### src/rtl/core/lna_pkg.sv
package lna_pkg;

    localparam int IDX_W      = 10;
    localparam int STEP_W     = 32;
    localparam int POT_W      = 32;
    localparam int REFR_W     = 16;
    localparam int DECAY_W    = 16;
    localparam int FRAC_W     = 16;
    localparam int REM_W      = 32;
    localparam int CFG_IDX_W  = 3;
    localparam int CFG_DATA_W = 32;

    localparam logic [CFG_IDX_W-1:0] CFG_REFRACTORY = 3'd0;
    localparam logic [CFG_IDX_W-1:0] CFG_DECAY      = 3'd1;
    localparam logic [CFG_IDX_W-1:0] CFG_THRESHOLD  = 3'd2;
    localparam logic [CFG_IDX_W-1:0] CFG_LEVEL      = 3'd3;
    localparam logic [CFG_IDX_W-1:0] CFG_MODE       = 3'd4;

    localparam logic [REFR_W-1:0]  REFR_RST  = 16'd0;
    localparam logic [DECAY_W-1:0] DECAY_RST = 16'hFFFF;
    localparam logic [POT_W-1:0]   THR_RST   = 32'h0001_0000;
    localparam logic [POT_W-1:0]   LEVEL_RST = 32'h0000_0000;
    localparam logic               MODE_RST  = 1'b0;

    localparam logic [POT_W-1:0] POT_MAX = 32'h7FFF_FFFF;
    localparam logic [POT_W-1:0] POT_MIN = 32'h8000_0000;

    typedef struct packed {
        logic [IDX_W-1:0]        neuron_index;
        logic [STEP_W-1:0]       step_number;
        logic signed [POT_W-1:0] synaptic_input;
    } item_t;

    typedef struct packed {
        logic [IDX_W-1:0]        neuron_out;
        logic                    spiked;
        logic                    was_refractory;
        logic signed [POT_W-1:0] new_potential;
        logic                    saturated;
        logic                    mode_fault;
    } result_t;

    typedef struct packed {
        logic [REFR_W-1:0]       refractory_steps;
        logic [DECAY_W-1:0]      decay_factor;
        logic signed [POT_W-1:0] threshold;
        logic signed [POT_W-1:0] reset_level;
        logic                    reset_mode;
    } cfg_t;

    typedef struct packed {
        logic signed [POT_W-1:0] potential;
        logic [STEP_W-1:0]       last_step;
        logic                    has_spiked;
    } nstate_t;

    typedef struct packed {
        logic             valid;
        logic [IDX_W-1:0] idx;
    } tag_t;

    typedef struct packed {
        logic [IDX_W-1:0] idx;
        logic             wr_en;
        logic             use_rem;
        nstate_t          entry;
        logic             spiked;
        logic             refr;
        logic             sat;
        logic             fault;
    } side_t;

endpackage

### src/rtl/core/lna_cfg.sv
module lna_cfg (
    input  logic                              clk,
    input  logic                              rst_n,
    input  logic                              wr_valid,
    input  logic [lna_pkg::CFG_IDX_W-1:0]     wr_index,
    input  logic [lna_pkg::CFG_DATA_W-1:0]    wr_data,
    output lna_pkg::cfg_t                     cfg
);
    import lna_pkg::*;

    cfg_t cfg_reg;
    cfg_t cfg_next;

    always_comb
    begin
        cfg_next = cfg_reg;
        if (wr_valid)
        begin
            unique case (wr_index)
                CFG_REFRACTORY: cfg_next.refractory_steps = wr_data[REFR_W-1:0];
                CFG_DECAY:      cfg_next.decay_factor     = wr_data[DECAY_W-1:0];
                CFG_THRESHOLD:  cfg_next.threshold        = $signed(wr_data[POT_W-1:0]);
                CFG_LEVEL:      cfg_next.reset_level      = $signed(wr_data[POT_W-1:0]);
                CFG_MODE:       cfg_next.reset_mode       = wr_data[0];
                default:        cfg_next = cfg_reg;
            endcase
        end
    end

    always_ff @(posedge clk or negedge rst_n)
    begin
        if (!rst_n)
        begin
            cfg_reg.refractory_steps <= REFR_RST;
            cfg_reg.decay_factor     <= DECAY_RST;
            cfg_reg.threshold        <= $signed(THR_RST);
            cfg_reg.reset_level      <= $signed(LEVEL_RST);
            cfg_reg.reset_mode       <= MODE_RST;
        end
        else
        begin
            cfg_reg <= cfg_next;
        end
    end

    assign cfg = cfg_reg;

endmodule

### config.mk
export PLATFORM = sky130hd
export DESIGN_NAME = lna_cfg
export DESIGN_NICKNAME = d
export VERILOG_FILES = /design/src/rtl/core/lna_pkg.sv /design/src/rtl/core/lna_cfg.sv
export SDC_FILE = /design/constraint.sdc
export NUM_CORES = 1
export LEC_CHECK = 0
export BUFFER_PORTS_ARGS = -buffer_cell sky130_fd_sc_hd__buf_2
export CAP_MARGIN = 20
export CORE_MARGIN = 3
export CORE_UTILIZATION = 53
export DETAILED_ROUTE_END_ITERATION = 10
export PLACE_DENSITY_LB_ADDON = 0.3
export RECOVER_POWER = 100
export SYNTH_ARGS = -nofsm -noshare
export SYNTH_HDL_FRONTEND = slang
export SYNTH_SLANG_ARGS = --single-unit
### constraint.sdc
create_clock -name clk -period 1.3 [get_ports clk]
set_input_delay 0.195 -clock clk [delete_from_list [all_inputs] [get_ports clk]]
set_output_delay 0.195 -clock clk [all_outputs]
set_load 0.01 [all_outputs]
## Word level (Yosys, flattened, before mapping)

Index checks and enable logic that the tools add are counted.

- Reduce and logical (&&, ||, !) cells: 6
- Eq/ne operators: 4

Operators with widths:

| cell | count |
|---|---|
| 2-bit AND reduction | 5 |
| 3-bit by 2-bit == test with 1-bit output (second input constant) | 2 |
| 3-bit by 1-bit == test with 1-bit output (second input constant) | 1 |
| 3-bit == test (second input constant) | 1 |
| 3-bit zero test | 1 |

- Register bits after elaboration: 97
- Output and inout port bits: 97
- Logic and storage cells: 15
- Input bits: 38

## Logic depth before layout (Yosys ltp)

- Word-level depth: 2
- Depth in mapped cells: 4
- Gate-level depth less buffers: 2

## Least setup slack after synthesis

No wires, ideal clock.

- Path type: input port to flip-flop
- From: input port wr_index[0] in the netlist's numbering
- To: register cfg_reg (netlist bit cfg[81])
- Stages: 3
- Path slack: 0.020 ns
- Data required time: 1.175 ns
- Setup time: 0.125 ns
- Arrival time: 1.155 ns
- Path buffers: 1
- Cell sequence: nor4b_4 -> buf_6 -> mux2_2

- Cells in the longest elaborated chain, start to end: 2

Ends and longest elaborated chain:

| what | RTL line | RTL |
|---|---|---|
| start, declared | lna_cfg.sv:5 | `input logic [lna_pkg::CFG_IDX_W-1:0] wr_index,` |
| 3-bit zero test | lna_cfg.sv:19 | `unique case (wr_index)` |
| 2-bit AND reduction (no line) | n/a |  |
| end signal, assigned | lna_cfg.sv:42 | `cfg_reg <= cfg_next;` |
| end, declared | lna_cfg.sv:11 | `cfg_t cfg_reg;` |

No other way between the ends.
A chain may end at the register's enable or synchronous reset.

## Final worst setup path

- From: register cfg_reg (netlist bit cfg[74])
- To: output port cfg[74] in the netlist's numbering

RTL lines:

| what | RTL line | RTL |
|---|---|---|
| end, declared | lna_cfg.sv:7 | `output lna_pkg::cfg_t cfg` |

No word-level cell between the ends.

==> summary.txt <==
Worst setup path
  • CP peak stage delay: 0.53 ns
  • Worst-path fanout max: 2
  • CP Data Arrival Time: 1.02 ns
  • Setup crit end kind: primary output
  • CP startpoint kind: flop
  • Slowest stage cell, crit path: dfstp_2
  • Top delay family on crit path: flip-flops
  • WP buf/inv: 1
  • Crit path cell chain: clkbuf_1
  • CP required: 1.11 ns
  • Worst setup path class: flop to primary output

Clock tree
  • CTS tree: yes
  • Clk sink count: 97
  • CTS Buffer Depth: 2
  • Clock H-tree levels: 3
  • Root buf cell: clkbuf_8
  • Setup bufs post-CTS: 0
  • CTS clk-pin slew, worst paths: 0.09 ns
  • Post-CTS sizing: 0
  • CTS Buf Count: 9
  • Clk Latency, worst-skew pair: 0.33 ns

Power and ir drop
  • Leak: 1.97 nW
  • Power Density: 1630 nW/µm²
  • Maximum vdd drop: 1.08 mV
  • Power, Total: 7.42 mW

Routing
  • Via Count: 2269
  • Routed WL: 7.29 mm
  • Met3 routed WL: 710 µm
  • ANT nets after route: 0
  • Wire length per cell: 16.1 µm
  • Initial detailed-routing violation count: 94
  • DR vias/cell: 5.02
  • Met1 WL: 3.22 mm
  • Max Used Layer: met4
  • Met2 wire length: 3.30 mm
  • Pre-antenna DRT Iters: 3
  • Drt drc: 0

Placed design
  • Port bufs: 134
  • Placed insts: 436
  • Placed Instance Area: 4540 µm²
  • RePlAce Congestion: 0.662
  • HPWL after DPL: 5.13 mm
  • Dpl ws: -0.146 ns

Yosys
  • Yosys top cell by area: dfrtp_1
  • Syn Area/Cell: 17.7 µm²
  • Synth cell types: 11
  • Post-synth ARST share: 100%
  • Post-synth EDFFs: 0
  • Post-Syn Instances: 209
  • Mapped cell area: 3690 µm²
  • Syn Nets: 247
  • Synth top area share: 54.2%
  • Dominant synthesized flop cell: dfrtp_1
  • Synth top area cells: dfrtp_1 54%, mux2_2 29%, dfstp_2 12%
  • Register bit total from synthesis: 97
  • Most common cell in the netlist: mux2_2
  • Commonest cells post-synth: 95 x mux2_2, 80 x dfrtp_1, 17 x dfstp_2
  • Sequential fraction of the synthesis area: 66.3%
  • Ys Warns: 0

Timing
  • Fmax: 820 MHz
  • Fin worst setup slack: 0.0803 ns
  • Max-slew violation count: 0
  • RSZ-0062 raised after global routing: no
  • Clock Skew: 0 ns
  • Setup Total Neg Slack: 0 ns
  • Hold_ws: 0.0975 ns
  • Fin crit share: 93.8%
  • Worst-margin pin slew: 0.503 ns
  • Relative slew slack: 66.4%
  • Final min period: 1.22 ns
  • Final setup violation count: 0
  • Hold Violations, Final: 0

Run status
  • Outcome: finished, final reports clean

Global route
  • Initial antenna violation count: 0
  • Vias in the first global route: 2212
  • GRT overflow: 0
  • Largest net degree at the start of global routing: 98
  • Global router's overall resource usage: 18.8%
  • First-pass GRT wire length: 11.2 mm

Layout
  • Cell area after layout: 4540 µm²
  • Final std cells w/o fill: 452
  • Area grow syn2layout: 23.0%
  • Fraction of layout cells with a size suffix above 1: 48.2%
  • Antenna fix cells: 0
  • # nets final: 393
  • Final Util: 69.2%
  • Fillers: 511
  • Largest register FFs: 97

Die
  • Die Span Y: 89.5 µm
  • I/O Pins: 135
  • Rows: 29
  • Initial core utilization: 56.2%
  • CORE AREA: 6570 µm²
  • Die area: 8010 µm²
  • DIE WIDTH: 89.5 µm

Worst hold path
  • Hold WC Path Type: primary input to flop

Job
  • Max Cap Violations: 0
[layout by cell type, fill, tap and decap left out]
| cell | count |
|---|---|
| nor4bb_1 | 1 |
| dfstp_2 | 15 |
| dfstp_1 | 2 |
| and4bb_1 | 1 |
| nor4bb_4 | 1 |
| mux2_2 | 95 |
| dlygate4sd3_1 | 1 |
| dfrtp_1 | 80 |
| buf_4 | 3 |
| clkbuf_1 | 98 |
| buf_12 | 3 |
| nor4b_2 | 1 |
| buf_2 | 42 |
| clkbuf_8 | 9 |
| clkinv_2 | 2 |
| clkbuf_2 | 2 |
| nand4b_1 | 1 |
| mux2_1 | 2 |
[path summary, 6_finish.rpt]
kind	start	endpoint	slack (ns)	cells past startpoint
worst max-delay path	cfg[74]	cfg[74]	0.08	1
worst min-delay path	wr_data[27]	cfg[28]	0.1	2
worst max register to register	cfg[63]	cfg[63]	0.52	1
worst min register to register	cfg[39]	cfg[39]	0.50	1
max in group asynchronous	rst_n	cfg[74]	0.40	3
min in group asynchronous	rst_n	cfg[53]	0.48	3
[power by group]
group | switching [mW] | leakage, nW | internal (mW)
Combinational | 0.908 | 0.753 | 0.831
Sequential | 0.326 | 1.14 | 3.76
Clock | 0.917 | 0.0773 | 0.684
Total | 2.15 | 1.97 | 5.27
[layout make-up]
class | count | area, µm² | share of cell area, %
sequential | 97 | 2450 | 53.9
tap | 93 | 116 | 2.56
multi-input combinational | 102 | 1160 | 25.6
clock inverter | 2 | 10.0 | 0.220
timing repair buffer | 145 | 666 | 14.7
clock buffer | 13 | 139 | 3.06
[logic make-up after synthesis]
logic type             count (synthesis)  share of synthesized area (%)
DFF                                   97                           66.3
buffers and inverters                 10                           2.37
and+or+nand+nor                        5                           1.76
muxes                                 97                           29.6
[layer usage]
| metal | vias to the layer above | global-route usage, % |
|---|---|---|
| met5 | - | 0 |
| met4 | 0 | 6.50 |
| met3 | 7 | 7.56 |
| met2 | 89 | 28.5 |
| met1 | 1130 | 24.6 |
| li1 | 1043 | - |
[repair_timing]
action                     4_1_cts  5_1_grt
hold buffers                     1        0
setup endpoints to repair        0        0
hold endpoints to repair        80        0
Note: power is estimated with default switching activity, not from simulation.
